===== src/rtl/ccrc_pkg.sv =====
`timescale 1ns / 1ps

package ccrc_pkg;

	localparam int CRC_W = 32;
	localparam int CFG_IDX_W = 3;

	typedef enum logic [1:0] {
		WMODE_8  = 2'd0,
		WMODE_16 = 2'd1,
		WMODE_32 = 2'd2,
		WMODE_SAT = 2'd3
	} wmode_t;

	typedef enum logic [CFG_IDX_W-1:0] {
		REG_WIDTH_MODE  = 3'd0,
		REG_INITIAL     = 3'd1,
		REG_POLYNOMIAL  = 3'd2,
		REG_FINAL_XOR   = 3'd3,
		REG_REFLECT_IN  = 3'd4,
		REG_REFLECT_OUT = 3'd5
	} cfg_reg_t;

	typedef struct packed {
		wmode_t             width_mode;
		logic [CRC_W-1:0]   preset_value;
		logic [CRC_W-1:0]   polynomial;
		logic [CRC_W-1:0]   final_xor_value;
		logic               reflect_input;
		logic               reflect_output;
	} cfg_t;

	typedef struct packed {
		logic               valid;
		logic [CRC_W-1:0]   crc;
		logic               last;
	} result_t;

	function automatic logic [4:0] align_shift(input wmode_t mode);
		logic [4:0] sh;
		case (mode)
			WMODE_8:  sh = 5'd24;
			WMODE_16: sh = 5'd16;
			default:  sh = 5'd0;
		endcase
		return sh;
	endfunction

	function automatic logic [CRC_W-1:0] width_mask(input wmode_t mode);
		logic [CRC_W-1:0] m;
		case (mode)
			WMODE_8:  m = 32'h0000_00FF;
			WMODE_16: m = 32'h0000_FFFF;
			default:  m = 32'hFFFF_FFFF;
		endcase
		return m;
	endfunction

	function automatic logic [7:0] reverse8(input logic [7:0] x);
		logic [7:0] r;
		for (int i = 0; i < 8; i++) begin
			r[i] = x[7-i];
		end
		return r;
	endfunction

	function automatic logic [CRC_W-1:0] reverse_word(input logic [CRC_W-1:0] x);
		logic [CRC_W-1:0] r;
		for (int i = 0; i < CRC_W; i++) begin
			r[i] = x[CRC_W-1-i];
		end
		return r;
	endfunction

	// work top-aligned so the feedback bit is always the msb
	function automatic logic [CRC_W-1:0] crc_byte(
		input logic [CRC_W-1:0] crc,
		input logic [7:0]       data,
		input logic [CRC_W-1:0] poly,
		input wmode_t           mode
	);
		logic [CRC_W-1:0] a;
		logic [CRC_W-1:0] p;
		logic [4:0]       sh;
		sh = align_shift(mode);
		a = (crc & width_mask(mode)) << sh;
		a = a ^ {data, {(CRC_W-8){1'b0}}};
		p = (poly & width_mask(mode)) << sh;
		for (int i = 0; i < 8; i++) begin
			a = a[CRC_W-1] ? ((a << 1) ^ p) : (a << 1);
		end
		return a >> sh;
	endfunction

	function automatic logic [CRC_W-1:0] crc_finalise(
		input logic [CRC_W-1:0] crc,
		input wmode_t           mode,
		input logic             refl,
		input logic [CRC_W-1:0] fxor
	);
		logic [CRC_W-1:0] r;
		r = refl ? reverse_word(crc << align_shift(mode)) : crc;
		return (r ^ fxor) & width_mask(mode);
	endfunction

endpackage


===== src/rtl/ccrc_cfg.sv =====
`timescale 1ns / 1ps

module ccrc_cfg (
	input  logic                              clk,
	input  logic                              arst_n,
	input  logic                              wr_en,
	input  logic [ccrc_pkg::CFG_IDX_W-1:0]    wr_index,
	input  logic [ccrc_pkg::CRC_W-1:0]        wr_data,
	output ccrc_pkg::cfg_t                    cfg
);

	ccrc_pkg::cfg_t cfg_q;

	always_ff @(posedge clk or negedge arst_n) begin
		if (!arst_n) begin
			cfg_q.width_mode      <= ccrc_pkg::WMODE_32;
			cfg_q.preset_value    <= 32'hFFFF_FFFF;
			cfg_q.polynomial      <= 32'h04C1_1DB7;
			cfg_q.final_xor_value <= 32'hFFFF_FFFF;
			cfg_q.reflect_input   <= 1'b1;
			cfg_q.reflect_output  <= 1'b1;
		end else if (wr_en) begin
			case (wr_index)
				ccrc_pkg::REG_WIDTH_MODE:  cfg_q.width_mode <= ccrc_pkg::wmode_t'(wr_data[1:0]);
				ccrc_pkg::REG_INITIAL:     cfg_q.preset_value <= wr_data;
				ccrc_pkg::REG_POLYNOMIAL:  cfg_q.polynomial <= wr_data;
				ccrc_pkg::REG_FINAL_XOR:   cfg_q.final_xor_value <= wr_data;
				ccrc_pkg::REG_REFLECT_IN:  cfg_q.reflect_input <= wr_data[0];
				ccrc_pkg::REG_REFLECT_OUT: cfg_q.reflect_output <= wr_data[0];
				default: ;
			endcase
		end
	end

	assign cfg = cfg_q;

endmodule


===== src/rtl/ccrc_core.sv =====
`timescale 1ns / 1ps

module ccrc_core (
	input  logic              clk,
	input  logic              arst_n,
	input  ccrc_pkg::cfg_t    cfg,
	input  logic              in_en,
	input  logic [7:0]        in_byte,
	input  logic              in_first,
	input  logic              in_last,
	output ccrc_pkg::result_t res
);

	logic [ccrc_pkg::CRC_W-1:0] crc_q;
	logic [ccrc_pkg::CRC_W-1:0] base;
	logic [ccrc_pkg::CRC_W-1:0] crc_next;
	logic [7:0]                 data;

	always_comb begin
		base = in_first ? (cfg.preset_value & ccrc_pkg::width_mask(cfg.width_mode)) : crc_q;
		data = cfg.reflect_input ? ccrc_pkg::reverse8(in_byte) : in_byte;
		crc_next = ccrc_pkg::crc_byte(base, data, cfg.polynomial, cfg.width_mode);
	end

	always_ff @(posedge clk or negedge arst_n) begin
		if (!arst_n) begin
			crc_q <= '0;
		end else if (in_en) begin
			crc_q <= crc_next;
		end
	end

	assign res.valid = in_en;
	assign res.crc   = ccrc_pkg::crc_finalise(crc_next, cfg.width_mode,
		cfg.reflect_output, cfg.final_xor_value);
	assign res.last  = in_last;

endmodule


===== src/rtl/ccrc_out.sv =====
`timescale 1ns / 1ps

module ccrc_out (
	input  logic                       clk,
	input  logic                       arst_n,
	input  ccrc_pkg::result_t          res,
	output logic                       space,
	output logic                       m_tvalid,
	input  logic                       m_tready,
	output logic [ccrc_pkg::CRC_W-1:0] m_tdata,
	output logic                       m_tlast
);

	logic                       valid_q;
	logic [ccrc_pkg::CRC_W-1:0] data_q;
	logic                       last_q;

	assign space = !valid_q || m_tready;

	always_ff @(posedge clk or negedge arst_n) begin
		if (!arst_n) begin
			valid_q <= 1'b0;
		end else if (space) begin
			valid_q <= res.valid;
		end
	end

	// hold the beat while the sink stalls
	always_ff @(posedge clk) begin
		if (space && res.valid) begin
			data_q <= res.crc;
			last_q <= res.last;
		end
	end

	assign m_tvalid = valid_q;
	assign m_tdata  = data_q;
	assign m_tlast  = last_q;

endmodule


===== src/rtl/configurable_crc_engine_top.sv =====
`timescale 1ns / 1ps
// An accepted input beat gives its registered result beat on m_* in the next cycle.
// Throughput: one byte per cycle unless m_* stalls; the running CRC is updated by an
// eight-step XOR-shift network in the same cycle; output register frees as taken.
// Reset: arst_n clears the CRC register to zero, empties the output register
// and loads the CRC-32 defaults into the configuration registers.
module configurable_crc_engine_top (
	input  logic                              clk,
	input  logic                              arst_n,
	input  logic                              cfg_valid,
	output logic                              cfg_ready,
	input  logic [ccrc_pkg::CFG_IDX_W-1:0]    cfg_index,
	input  logic [ccrc_pkg::CRC_W-1:0]        cfg_data,
	input  logic                              s_tvalid,
	output logic                              s_tready,
	input  logic [7:0]                        s_tdata,  // data_byte
	input  logic [0:0]                        s_tuser,  // first_byte
	input  logic                              s_tlast,
	output logic                              m_tvalid,
	input  logic                              m_tready,
	output logic [ccrc_pkg::CRC_W-1:0]        m_tdata,  // crc_value
	output logic                              m_tlast
);

	ccrc_pkg::cfg_t    cfg;
	ccrc_pkg::result_t res;
	logic              space;
	logic              in_en;

	assign cfg_ready = 1'b1;
	assign s_tready  = space;
	assign in_en     = s_tvalid && s_tready;

	ccrc_cfg u_cfg (
		.clk      (clk),
		.arst_n   (arst_n),
		.wr_en    (cfg_valid && cfg_ready),
		.wr_index (cfg_index),
		.wr_data  (cfg_data),
		.cfg      (cfg)
	);

	ccrc_core u_core (
		.clk      (clk),
		.arst_n   (arst_n),
		.cfg      (cfg),
		.in_en    (in_en),
		.in_byte  (s_tdata),
		.in_first (s_tuser[0]),
		.in_last  (s_tlast),
		.res      (res)
	);

	ccrc_out u_out (
		.clk      (clk),
		.arst_n   (arst_n),
		.res      (res),
		.space    (space),
		.m_tvalid (m_tvalid),
		.m_tready (m_tready),
		.m_tdata  (m_tdata),
		.m_tlast  (m_tlast)
	);

	a_stall_blocks_input: assert property (@(posedge clk) disable iff (!arst_n)
		(m_tvalid && !m_tready) |-> !s_tready)
		else $error("input taken while result beat stalled");

	a_accept_gives_result: assert property (@(posedge clk) disable iff (!arst_n)
		in_en |=> m_tvalid)
		else $error("accepted beat produced no result");

	a_last_follows: assert property (@(posedge clk) disable iff (!arst_n)
		in_en |=> (m_tlast == $past(s_tlast)))
		else $error("last marker lost");

	a_crc_fits_width: assert property (@(posedge clk) disable iff (!arst_n)
		(in_en && cfg.width_mode == ccrc_pkg::WMODE_8) |=> (m_tdata[31:8] == 24'd0))
		else $error("8-bit result has high bits set");

endmodule

===== config.mk =====
export PLATFORM = sky130hd
export DESIGN_NAME = configurable_crc_engine_top
export DESIGN_NICKNAME = d
export VERILOG_FILES = /design/src/rtl/ccrc_pkg.sv /design/src/rtl/ccrc_cfg.sv /design/src/rtl/ccrc_core.sv /design/src/rtl/ccrc_out.sv /design/src/rtl/configurable_crc_engine_top.sv
export SDC_FILE = /design/constraint.sdc
export NUM_CORES = 1
export LEC_CHECK = 0
export BUFFER_PORTS_ARGS = -buffer_cell sky130_fd_sc_hd__buf_2
export CORE_ASPECT_RATIO = 1.4
export CORE_UTILIZATION = 55
export CTS_BUF_LIST = sky130_fd_sc_hd__clkbuf_16
export CTS_CLUSTER_DIAMETER = 60
export DETAILED_ROUTE_END_ITERATION = 8
export PLACE_DENSITY = 0.76
export SLEW_MARGIN = 5
export SYNTH_ARGS = -nofsm -noshare
export SYNTH_HDL_FRONTEND = slang
export SYNTH_SLANG_ARGS = --single-unit

===== constraint.sdc =====
create_clock -name clk -period 5.25 [get_ports clk]
set_input_delay 0.525 -clock clk [delete_from_list [all_inputs] [get_ports clk]]
set_output_delay 0.525 -clock clk [all_outputs]
set_load 0.01 [all_outputs]

==> results.tsv, run 1 <==
stage	metric	value	unit
run_status	status	finished with violations	
run_status	failed_checks	negative setup slack	
timing	final.period_utilization	106.6	%
worst_setup_path	worstPathArrival	5.89	ns
place	port_buffers	84	
worst_setup_path	cp_cell_sequence	mux2i_4, a222oi_1, buf_4, xor2_4, buf_6, xnor2_4, xnor3_1, or3_4, a21oi_4, xor2_2, buf_4, nand4_1, o211ai_1, xor2_1, clkbuf_16, buf_12, buf_8, nand2_2, xor2_1, xnor2_1, a221oi_2, or3_1, a21oi_2	
floorplan	fp.dieW	130.1	um
floorplan	core	22530	um^2
cts	worst_skew_pair.late_latency	0.44	ns
logic_synthesis	netlist_area	12630	um^2
logic_synthesis	post_synth_inst_count	1401	
cts	inserted_clock_buffers	17	
timing	fin_tns_setup	-8.573	ns
cts	numClockSinks	166	
cts	cts-htree-levels	4	
logic_synthesis	synthDominantCellAreaShare	16.85	%
place	dpl.cell_count	1919	
logic_synthesis	yosysTopAreaCell	sky130_fd_sc_hd__dfstp_2	
worst_setup_path	cp_num_buf_inv	6	
timing	worst_clock_skew	0.008219	ns
worst_setup_path	critical_path_class	flop to flop	
detailed_routing	drt_pass1_iterations	6	
detailed_routing	routedWlPerCell	23.66	um
cts	cts-root-buf	sky130_fd_sc_hd__clkbuf_16	
place	place.detailed.hpwl	32690	um
grt	global_route_usage_over_all_layers	40.44	%
floorplan	design.die.area	23580	um^2
timing	final_hold_viol_count	0	
detailed_routing	vias_per_cell	6.179	
final_layout	final_net_count	1724	
place	pre_cts_ws	-0.7290	ns
worst_setup_path	cp-start-kind	flop	
grt	grt_start_max_net_pins	97	
logic_synthesis	ys_async_sr_fraction	80.12	%
detailed_routing	detail-route-antenna-nets	0	
timing	post-route-worst-setup-slack	-0.3463	ns
worst_setup_path	timing.critical_path.slowest_stage_cell	sky130_fd_sc_hd__dfstp_2	
grt	first_global_vias	12020	
detailed_routing	total_length_of_routed_wires	47040	um
floorplan	initial_util	56.05	%
cts	cts.path.max_buffers	2	
logic_synthesis	ys_warn_count	0	
detailed_routing	via_count	12280	
logic_synthesis	biggest_area_contributors_in_the_synthesized_netlist	sky130_fd_sc_hd__dfstp_2 (17%), sky130_fd_sc_hd__xnor2_1 (16%), sky130_fd_sc_hd__dfrtp_1 (10%)	
floorplan	io_pins	86	
worst_setup_path	timing.critical_path.required	5.54	ns
timing	fin_crit	5.596	ns
run	maxCapViolations	0	
floorplan	die_height	181.3	um
logic_synthesis	synth-main-ff-cell	sky130_fd_sc_hd__dfstp_2	
final_layout	nFillCells	1515	
logic_synthesis	synth_seq_area_share	35.01	%
timing	drv_slew	0	
logic_synthesis	postSynthRegisterBits	166	
logic_synthesis	synth_cell_type_count	78	
timing	grt_setup_unrepaired	true	
logic_synthesis	yosys.cell_count.top_type	sky130_fd_sc_hd__nand2_1	
final_layout	syn2layout_area_growth	33.04	%
hold_path	hold_path_class	primary input to asynchronous set/reset pin	
floorplan	std_cell_rows	65	
timing	finalHoldWorstSlack	0.1312	ns
detailed_routing	drt_first_iter_violations	1379	
final_layout	final-instance-count-excl-fill	1988	
grt	grt_first_pass_wirelength	69950	um
logic_synthesis	postSynthNetCount	1451	
worst_setup_path	timing.critical_path.to_type	flop	
final_layout	post_route_cells_drive_above_1_share	43.65	%
logic_synthesis	synth.top_cells.by_count	sky130_fd_sc_hd__nand2_1 (236), sky130_fd_sc_hd__xnor2_1 (225), sky130_fd_sc_hd__nor2_1 (124)	
timing	tightest_slew	1.174	ns
logic_synthesis	count_of_flip_flops_with_a_built_in_enable_after_synthesis	33	
logic_synthesis	syn_avg_cell_area	9.013	um^2
grt	gr-total-overflow	0	
timing	clock.fmax	0.1787	GHz
worst_setup_path	crit_path_max_fanout	6	
worst_setup_path	timing.critical_path.max_delay_family	XOR/XNOR gates	
worst_setup_path	timing.critical_path.slowest_cell_delay	0.58	ns
grt	antenna_violations_before_repair	1	
place	gpl.final_weighted_congestion	0.9946	
detailed_routing	drc	0	
timing	slew_headroom	21.64	%
cts	cts_tree	yes	
timing	setup_viol	42	
cts	cts_hold_repair.buffers	0	
cts	worst_setup_hold_path_clk_slew	0.07	ns
## cells in the final DEF, fill, tap and decap left out, types with 20 or more instances in the layout
cell / instances
sky130_fd_sc_hd__buf_4: 242
sky130_fd_sc_hd__nand2_1: 224
sky130_fd_sc_hd__xnor2_1: 186
sky130_fd_sc_hd__nor2_1: 112
sky130_fd_sc_hd__mux2_2: 107
sky130_fd_sc_hd__buf_2: 84
sky130_fd_sc_hd__dfstp_2: 81
sky130_fd_sc_hd__dfrtp_1: 51
sky130_fd_sc_hd__mux2i_1: 47
sky130_fd_sc_hd__xnor2_2: 35
sky130_fd_sc_hd__o21ai_0: 34
sky130_fd_sc_hd__edfxtp_1: 33
sky130_fd_sc_hd__a21oi_1: 29
sky130_fd_sc_hd__xor2_1: 29
sky130_fd_sc_hd__nand3_1: 24
sky130_fd_sc_hd__o21ai_1: 20
## sequential cells by signal, indices dropped and copies added (netlist names)
signal and cells:
u_cfg.cfg 100, u_core.crc_q 32, u_out.m_tdata 32, u_out.m_tlast 1
u_out.m_tvalid 1
## cells by family (layout without fill, tap and decap cells)
kind of cell,count (synthesis),after routing,synth area share (%)
simple gates,459,459,15.33
buf+inv,110,395,3.607
mux,167,167,14.36
compound gates,228,228,12.25
flops,166,166,35.01
xor+xnor,270,270,19.42
other cells,1,2,0.02970
## layer usage
metal	share of wire, %	up-vias	global-route usage (%)
met5	0	-	0
met4	8.6	0	30.33
met1	36	5965	48.01
met2	48	761	64.49
li1	-	5336	-
met3	8.1	221	7.314
## layout make-up
class | instances | area (um^2) | share of cell area [%]
diodes | 1 | 2.502 | 0.01490
clock buffers | 17 | 425.4 | 2.532
clock inverters | 14 | 116.4 | 0.6927
inverters | 9 | 33.78 | 0.2011
multi-input cells | 1125 | 8767 | 52.19
flip-flops and latches | 166 | 4422 | 26.32
well taps | 301 | 376.6 | 2.242
repair buffers | 355 | 2655 | 15.81
## metrics by stage
stage | instance area, um^2 | utilization [%]
after CTS | 16220 | 72.00
after detailed placement | 14890 | 66.09
after global placement | 14890 | 66.09
final | 16800 | 74.57
after floorplan | 12700 | -
after global routing | 16800 | 74.56
## what timing repair did
item / CTS / global route
buffers inserted: 27 / 19
gates cloned: 1 / 0
gates resized for setup: 114 / 106
pin swaps: 69 / 97
setup endpoints to repair: 48 / 61
## worst paths after layout
path                                  start           endpoint  slack, ns  depth (start not counted)
hold reg to reg            u_core.crc_q[26]   u_core.crc_q[26]       0.48                          2
setup / recovery              u_cfg.cfg[72]  u_out.m_tdata[14]      -0.35                         23
setup reg to reg              u_cfg.cfg[72]  u_out.m_tdata[14]      -0.35                         23
max in group asynchronous            arst_n      u_cfg.cfg[75]       4.05                          2
min in group clk                    s_tlast      u_out.m_tlast       0.25                          1
hold / removal                       arst_n      u_cfg.cfg[51]       0.13                          1
Power of run 1 is not shown: default switching activity piles up to over one toggle a cycle in this logic, so the estimate is an artifact.
==> run 2: changes to the inputs <==
--- a/config.mk
+++ b/config.mk
@@ -6,7 +6,6 @@
 export NUM_CORES = 1
 export LEC_CHECK = 0
 export BUFFER_PORTS_ARGS = -buffer_cell sky130_fd_sc_hd__buf_2
-export CORE_ASPECT_RATIO = 1.4
 export CORE_UTILIZATION = 55
 export CTS_BUF_LIST = sky130_fd_sc_hd__clkbuf_16
 export CTS_CLUSTER_DIAMETER = 60
==> run 2 against run 1 <==
The flow still finishes with violations (negative setup slack). Sequential cell count did not move. Critical path depth is 1 lower. Critical endpoint is now u_out.m_tdata[13]. Register-to-register slack improved by 0.05 ns. Sequential share of layout area about the same.
==> results.tsv, run 2 (synthesis gave the netlist of run 1 again) <==
stage	metric	value	unit	change
timing	tightest_slew	1.079	ns	was 1.174 ns
worst_setup_path	crit_path_max_fanout	7		was 6
timing	worst_clock_skew	0.01411	ns	was 0.008219 ns
timing	clock.fmax	0.1802	GHz	was 0.1787 GHz
worst_setup_path	critical_path_class	flop to flop		unchanged
hold_path	hold_path_class	primary input to asynchronous set/reset pin		unchanged
place	gpl.final_weighted_congestion	1.030		was 0.9946
timing	fin_crit	5.550	ns	was 5.596 ns
timing	setup_viol	30		was 42
cts	numClockSinks	166		unchanged
place	port_buffers	84		unchanged
run_status	status	finished with violations		unchanged
floorplan	core	22570	um^2	was 22530 um^2
detailed_routing	detail-route-antenna-nets	0		unchanged
detailed_routing	routedWlPerCell	22.87	um	was 23.66 um
grt	grt_start_max_net_pins	90		was 97
final_layout	final_net_count	1738		was 1724
cts	cts_tree	yes		unchanged
detailed_routing	vias_per_cell	6.157		was 6.179
grt	global_route_usage_over_all_layers	37.69	%	was 40.44%
floorplan	fp.dieW	153.5	um	was 130.1 um
grt	gr-total-overflow	0		unchanged
final_layout	largest_reg_flops	100		unchanged
floorplan	std_cell_rows	55		was 65
worst_setup_path	timing.critical_path.required	5.43	ns	was 5.54 ns
detailed_routing	total_length_of_routed_wires	45440	um	was 47040 um
grt	first_global_vias	11670		was 12020
worst_setup_path	cp_cell_sequence	mux2i_2, a222oi_1, buf_4, xor2_2, buf_6, mux2i_1, a221o_1, or3_4, a21oi_4, nor3_2, o21ai_0, a221oi_2, or4_4, buf_4, a2111o_1, o311ai_2, xor2_2, buf_4, a22oi_2, mux2i_1, xnor2_1, nor2_1		was mux2i_4, a222oi_1, buf_4, xor2_4, buf_6, xnor2_4, xnor3_1, or3_4, a21oi_4, xor2_2, buf_4, nand4_1, o211ai_1, xor2_1, clkbuf_16, buf_12, buf_8, nand2_2, xor2_1, xnor2_1, a221oi_2, or3_1, a21oi_2
detailed_routing	drt_pass1_iterations	6		unchanged
grt	grt_first_pass_wirelength	67450	um	was 69950 um
grt	globalRouteMet3Util	6.877	%	was 7.314%
worst_setup_path	timing.critical_path.slowest_cell_delay	0.60	ns	was 0.58 ns
final_layout	stdcell_area	16810	um^2	was 16800 um^2
timing	finalHoldWorstSlack	0.08701	ns	was 0.1312 ns
cts	worst_skew_pair.late_latency	0.44	ns	about the same
worst_setup_path	timing.critical_path.to_type	flop		unchanged
run_status	failed_checks	negative setup slack		unchanged
floorplan	die_height	153.5	um	was 181.3 um
timing	final.period_utilization	105.7	%	was 106.6%
place	place.detailed.hpwl	32250	um	was 32690 um
final_layout	syn2layout_area_growth	33.12	%	was 33.04%
run	maxCapViolations	0		unchanged
cts	cts_hold_repair.buffers	0		unchanged
detailed_routing	drc	0		unchanged
worst_setup_path	timing.critical_path.mode_cell	sky130_fd_sc_hd__buf_4		
timing	slew_headroom	28.01	%	was 21.64%
place	placed_cell_area	14940	um^2	was 14890 um^2
cts	worst_setup_hold_path_clk_slew	0.07	ns	about the same
floorplan	design.die.area	23570	um^2	was 23580 um^2
cts	cts-root-buf	sky130_fd_sc_hd__clkbuf_16		unchanged
grt	gr-max-usage-layer	met2		unchanged
detailed_routing	drt_first_iter_violations	1493		was 1379
timing	post-route-worst-setup-slack	-0.2995	ns	was -0.3463 ns
final_layout	post_route_cells_drive_above_1_share	42.62	%	was 43.65%
grt	antenna_violations_before_repair	1		unchanged
grt	grt_util_met2	60.67	%	was 64.49%
timing	final_hold_viol_count	0		unchanged
final_layout	commonest_non_fill_non_tap_cell_in_the_layout	sky130_fd_sc_hd__buf_4		unchanged
timing	grt_setup_unrepaired	true		unchanged
worst_setup_path	worstPathArrival	5.73	ns	was 5.89 ns
cts	cts.path.max_buffers	2		unchanged
worst_setup_path	timing.critical_path.slowest_stage_cell	sky130_fd_sc_hd__dfstp_2		unchanged
floorplan	io_pins	86		unchanged
grt	met1_usage	49.52	%	was 48.01%
worst_setup_path	cp-start-kind	flop		unchanged
detailed_routing	via_count	12230		was 12280
final_layout	final_cell_mix	sky130_fd_sc_hd__buf_4 (250), sky130_fd_sc_hd__nand2_1 (227), sky130_fd_sc_hd__xnor2_1 (193)		was sky130_fd_sc_hd__buf_4 (242), sky130_fd_sc_hd__nand2_1 (224), sky130_fd_sc_hd__xnor2_1 (186)
cts	cts-htree-levels	4		unchanged
cts	inserted_clock_buffers	17		unchanged
timing	drv_slew	0		unchanged
floorplan	initial_util	55.94	%	was 56.05%
run 2: final cells by class:
class	count	area (um^2)
sequential	166	4420
fill	1567	5763
clock buffer	17	425.4
antenna	1	2.502
clock inverter	15	202.7
multi-input combinational	1125	8577
tap	285	356.6
inverter	9	33.78
timing repair buffer	369	2790
run 2: repair_timing:
item                       CTS  global route
pin swaps                   58            45
cloned                       0             2
buffers inserted            24            21
setup endpoints to repair   38            48
hold endpoints to repair     0             0
gates resized for setup    106            69
run 2: critical path, delay by kind of cell, from the launching register on:
kind                   cells  cell delay, ns
AO/OA/AOI/OAI              8            2.14
XOR/XNOR                   3            0.53
buffers and inverters      4            0.66
flip-flops                 1            0.60
multiplexers               3            0.32
AND/OR/NAND/NOR            4            1.04
run 2: final timing paths:
kind | cells after the start | slack [ns] | end | start
max | 22 | -0.30 | u_out.m_tdata[13] | u_cfg.cfg[80]
min | 1 | 0.09 | u_cfg.cfg[52] | arst_n
max reg2reg | 22 | -0.30 | u_out.m_tdata[13] | u_cfg.cfg[80]
min reg2reg | 2 | 0.47 | u_core.crc_q[8] | u_core.crc_q[8]
max in group asynchronous | 2 | 3.94 | u_core.crc_q[0] | arst_n
min in group clk | 1 | 0.27 | u_out.m_tlast | s_tlast
run 2: routing by layer:
metal,vias to the layer above,part of all wire (%)
met1,5980,39
li1,5353,-
met3,167,9.4
met5,-,0
met2,733,47
met4,0,4.8
run 2: stage by stage:
stage | instances | TNS [ns] | util, % | setup slack, ns
6_report | 1987 | -3.425 | 74.47 | -0.2995
5_1_grt | 1986 | -12.77 | 74.46 | -0.5532
4_1_cts | 1966 | -1.070 | 71.96 | -0.1592
3_5_place_dp | 1913 | -23.03 | 66.20 | -1.010
3_3_place_gp | 1913 | -17.96 | 66.20 | -0.9171
2_1_floorplan | 1401 | -0.1595 | - | -0.06681
Power of run 2 is left out for the same reason.
==> run 3: changes to the inputs <==
--- a/config.mk
+++ b/config.mk
@@ -6,6 +6,7 @@
 export NUM_CORES = 1
 export LEC_CHECK = 0
 export BUFFER_PORTS_ARGS = -buffer_cell sky130_fd_sc_hd__buf_2
+export CAP_MARGIN = 40
 export CORE_UTILIZATION = 55
 export CTS_BUF_LIST = sky130_fd_sc_hd__clkbuf_16
 export CTS_CLUSTER_DIAMETER = 60
@@ -14,4 +15,5 @@
 export SLEW_MARGIN = 5
 export SYNTH_ARGS = -nofsm -noshare
 export SYNTH_HDL_FRONTEND = slang
+export SYNTH_HIERARCHICAL = 1
 export SYNTH_SLANG_ARGS = --single-unit
==> run 3 against run 2 <==
The flow still finishes with violations (negative setup slack). Via count rose by 8.6%. Utilization rose by 0.50 points. Sequential share of layout area decreased by 1.4 points. Maximum frequency decreased by 2.0%. Sequential cell count is the same. Clock skew down 0.0041 ns. Final cell count increased by 3.0%. Synthesized cell count is 1.0% higher.
==> results.tsv, run 3 <==
stage	metric	value	unit	change
cts	cts.path.max_buffers	2		unchanged
floorplan	core	23680	um^2	was 22570 um^2
grt	gr-total-overflow	0		unchanged
worst_setup_path	timing.critical_path.to_type	flop		unchanged
place	gpl.final_weighted_congestion	0.9862		was 1.030
floorplan	io_pins	86		unchanged
timing	slew_headroom	38.67	%	was 28.01%
final_layout	stdcell_area	17750	um^2	was 16810 um^2
logic_synthesis	synth_seq_area_share	32.92	%	was 35.01%
detailed_routing	drc	0		unchanged
worst_setup_path	worst-r2r-setup-slack	-0.41	ns	was -0.30 ns
detailed_routing	drt_pass1_iterations	6		unchanged
floorplan	initial_util	56.70	%	was 55.94%
grt	grt_first_pass_wirelength	72410	um	was 67450 um
final_layout	largest_reg_flops	100		unchanged
logic_synthesis	synth.top_cells.by_count	sky130_fd_sc_hd__xnor2_1 (183), sky130_fd_sc_hd__nand2_1 (164), sky130_fd_sc_hd__nor2_1 (121)		was sky130_fd_sc_hd__nand2_1 (236), sky130_fd_sc_hd__xnor2_1 (225), sky130_fd_sc_hd__nor2_1 (124)
timing	fin_crit	5.661	ns	was 5.550 ns
run	maxCapViolations	0		unchanged
logic_synthesis	postSynthRegisterBits	166		unchanged
cts	numClockSinks	166		unchanged
worst_setup_path	worstPathArrival	5.97	ns	was 5.73 ns
grt	grt_start_max_net_pins	98		was 90
timing	post-route-worst-setup-slack	-0.4111	ns	was -0.2995 ns
run_status	status	finished with violations		unchanged
place	port_buffers	84		unchanged
logic_synthesis	postSynthNetCount	1465		was 1451
place	placed_cell_area	15660	um^2	was 14940 um^2
detailed_routing	total_length_of_routed_wires	51730	um	was 45440 um
cts	inserted_clock_buffers	17		unchanged
logic_synthesis	netlist_area	13430	um^2	was 12630 um^2
logic_synthesis	synth_cell_type_count	94		was 78
floorplan	std_cell_rows	56		was 55
timing	drv_slew	0		unchanged
final_layout	post_route_cells_drive_above_1_share	45.92	%	was 42.62%
grt	global_route_usage_over_all_layers	39.13	%	was 37.69%
final_layout	syn2layout_area_growth	32.21	%	was 33.12%
timing	final_hold_viol_count	0		unchanged
logic_synthesis	yosys.cell_count.top_type	sky130_fd_sc_hd__xnor2_1		was sky130_fd_sc_hd__nand2_1
logic_synthesis	yosysTopAreaCell	sky130_fd_sc_hd__dfstp_2		unchanged
detailed_routing	routedWlPerCell	25.27	um	was 22.87 um
grt	first_global_vias	12350		was 11670
worst_setup_path	timing.critical_path.required	5.56	ns	was 5.43 ns
run_status	failed_checks	negative setup slack		unchanged
logic_synthesis	ys_warn_count	6		was 0
final_layout	final_cell_mix	sky130_fd_sc_hd__buf_4 (271), sky130_fd_sc_hd__xnor2_1 (166), sky130_fd_sc_hd__nand2_1 (162)		was sky130_fd_sc_hd__buf_4 (250), sky130_fd_sc_hd__nand2_1 (227), sky130_fd_sc_hd__xnor2_1 (193)
timing	setup_viol	39		was 30
worst_setup_path	critical_path_class	flop to flop		unchanged
timing	tightest_slew	0.9199	ns	was 1.079 ns
final_layout	commonest_non_fill_non_tap_cell_in_the_layout	sky130_fd_sc_hd__buf_4		unchanged
timing	grt_setup_unrepaired	true		unchanged
logic_synthesis	biggest_area_contributors_in_the_synthesized_netlist	sky130_fd_sc_hd__dfstp_2 (16%), sky130_fd_sc_hd__xnor2_1 (12%), sky130_fd_sc_hd__dfrtp_1 (9.7%)		was sky130_fd_sc_hd__dfstp_2 (17%), sky130_fd_sc_hd__xnor2_1 (16%), sky130_fd_sc_hd__dfrtp_1 (10%)
logic_synthesis	syn_avg_cell_area	9.490	um^2	was 9.013 um^2
timing	clock.fmax	0.1766	GHz	was 0.1802 GHz
logic_synthesis	count_of_flip_flops_with_a_built_in_enable_after_synthesis	33		unchanged
final_layout	final_net_count	1764		was 1738
detailed_routing	drt_first_iter_violations	2021		was 1493
hold_path	hold_path_class	primary input to asynchronous set/reset pin		unchanged
cts	worst_setup_hold_path_clk_slew	0.07	ns	about the same
detailed_routing	detail-route-antenna-nets	0		unchanged
timing	final.period_utilization	107.8	%	was 105.7%
logic_synthesis	synthDominantCellAreaShare	15.85	%	was 16.85%
timing	worst_clock_skew	0.01001	ns	was 0.01411 ns
worst_setup_path	crit_path_max_fanout	5		was 7
floorplan	design.die.area	25040	um^2	was 23570 um^2
detailed_routing	via_count	13290		was 12230
floorplan	die_height	158.3	um	was 153.5 um
cts	worst_skew_pair.late_latency	0.44	ns	about the same
cts	cts-htree-levels	4		unchanged
detailed_routing	vias_per_cell	6.492		was 6.157
grt	antenna_violations_before_repair	0		was 1
logic_synthesis	post_synth_inst_count	1415		was 1401
cts	cts_tree	yes		unchanged
place	place.detailed.hpwl	33810	um	was 32250 um
logic_synthesis	synth-main-ff-cell	sky130_fd_sc_hd__dfstp_2		unchanged
cts	cts-root-buf	sky130_fd_sc_hd__clkbuf_16		unchanged
logic_synthesis	ys_async_sr_fraction	80.12	%	unchanged
worst_setup_path	cp-start-kind	flop		unchanged
floorplan	fp.dieW	158.3	um	was 153.5 um
==> run 3: changes by cell type after synthesis, moves of 16 or more <==
cell and change:
sky130_fd_sc_hd__nand2_1 -72, sky130_fd_sc_hd__mux2_4 +60, sky130_fd_sc_hd__mux2_2 -49, sky130_fd_sc_hd__xnor2_1 -42
sky130_fd_sc_hd__a21oi_1 +26, sky130_fd_sc_hd__inv_1 +16
==> run 3: worst paths after layout <==
check / from / endpoint / cells after the start
max: u_cfg/cfg[99] / u_out/m_tdata[15] / 26
min: arst_n / u_out/m_tvalid / 1
max in group asynchronous: arst_n / u_cfg/cfg[5] / 2
min in group clk: s_tlast / u_out/m_tlast / 1
max reg2reg: u_cfg/cfg[99] / u_out/m_tdata[15] / 26
min reg2reg: u_core/crc_q[1] / u_core/crc_q[1] / 1
==> run 3: final cells by class <==
class                           count  area (um^2)
Timing Repair Buffer              389         2969
Clock buffer                       17        425.4
Tap cell                          319        399.1
Clock inverter                     15        158.9
Inverter                           26        97.59
Sequential cell                   166         4420
Antenna cell                        1        2.502
Multi-Input combinational cell   1114         9280
Fill cell                        1576         5929
==> run 3: repair_timing <==
action	4_1_cts	5_1_grt
pin swaps	24	65
resized for setup	70	134
gates cloned	1	2
hold buffers	0	0
endpoints found under the hold margin	0	0
buffers inserted	35	29
setup endpoints to repair	30	49
==> run 3: layer usage <==
metal / up-vias / GRT usage, % / wire [um]
li1: 5546 / - / -
met1: 6455 / 52.48 / 19310
met2: 1023 / 61.22 / 23270
met3: 266 / 6.886 / 6099
met4: 0 / 18.68 / 3050
met5: - / 0 / 0
==> run 3: metrics by stage <==
step	setup TNS, ns	setup WS (ns)	cells	util (%)	hold slack [ns]
2_1_floorplan	-0.07218	-0.03259	1415	-	0.2294
3_3_place_gp	-21.56	-0.6861	1952	66.02	0.4878
3_5_place_dp	-22.45	-0.7127	1953	66.11	0.4952
4_1_cts	-0.1446	-0.04356	2019	71.13	0.2038
5_1_grt	-15.32	-0.5283	2046	74.95	0.2416
6_report	-8.311	-0.4111	2047	74.96	0.1712
==> run 3: logic make-up (layout without fill, tap and decap cells) <==
kind of cell	count (synthesis)	after routing	synth area share, %
mux	185	185	16.92
flops	166	166	32.92
compound gates	282	282	14.04
buf+inv	135	447	5.283
simple gates	404	404	13.67
other cells	1	2	0.02793
xor+xnor	242	242	17.14
==> run 3: worst max-delay path, stage by stage (launching register included) <==
cell	delay (ns)
sky130_fd_sc_hd__dfstp_2	0.57
sky130_fd_sc_hd__buf_6	0.12
sky130_fd_sc_hd__nor2b_4	0.04
sky130_fd_sc_hd__a222oi_1	0.41
sky130_fd_sc_hd__buf_4	0.22
sky130_fd_sc_hd__xor2_4	0.21
sky130_fd_sc_hd__buf_6	0.13
sky130_fd_sc_hd__nand4_1	0.15
sky130_fd_sc_hd__and4_4	0.27
sky130_fd_sc_hd__buf_6	0.12
sky130_fd_sc_hd__nor2_4	0.15
sky130_fd_sc_hd__a211oi_4	0.10
sky130_fd_sc_hd__buf_4	0.16
sky130_fd_sc_hd__nor2_4	0.18
sky130_fd_sc_hd__nor3_4	0.07
sky130_fd_sc_hd__o311a_1	0.40
sky130_fd_sc_hd__a221o_2	0.44
sky130_fd_sc_hd__nor3_4	0.31
sky130_fd_sc_hd__buf_12	0.15
sky130_fd_sc_hd__buf_12	0.12
sky130_fd_sc_hd__buf_4	0.12
sky130_fd_sc_hd__o21ai_4	0.07
sky130_fd_sc_hd__xnor2_4	0.19
sky130_fd_sc_hd__buf_6	0.17
sky130_fd_sc_hd__o2bb2ai_4	0.19
sky130_fd_sc_hd__mux2i_1	0.26
sky130_fd_sc_hd__o2111a_1	0.21
Power of run 3 is left out for the same reason.
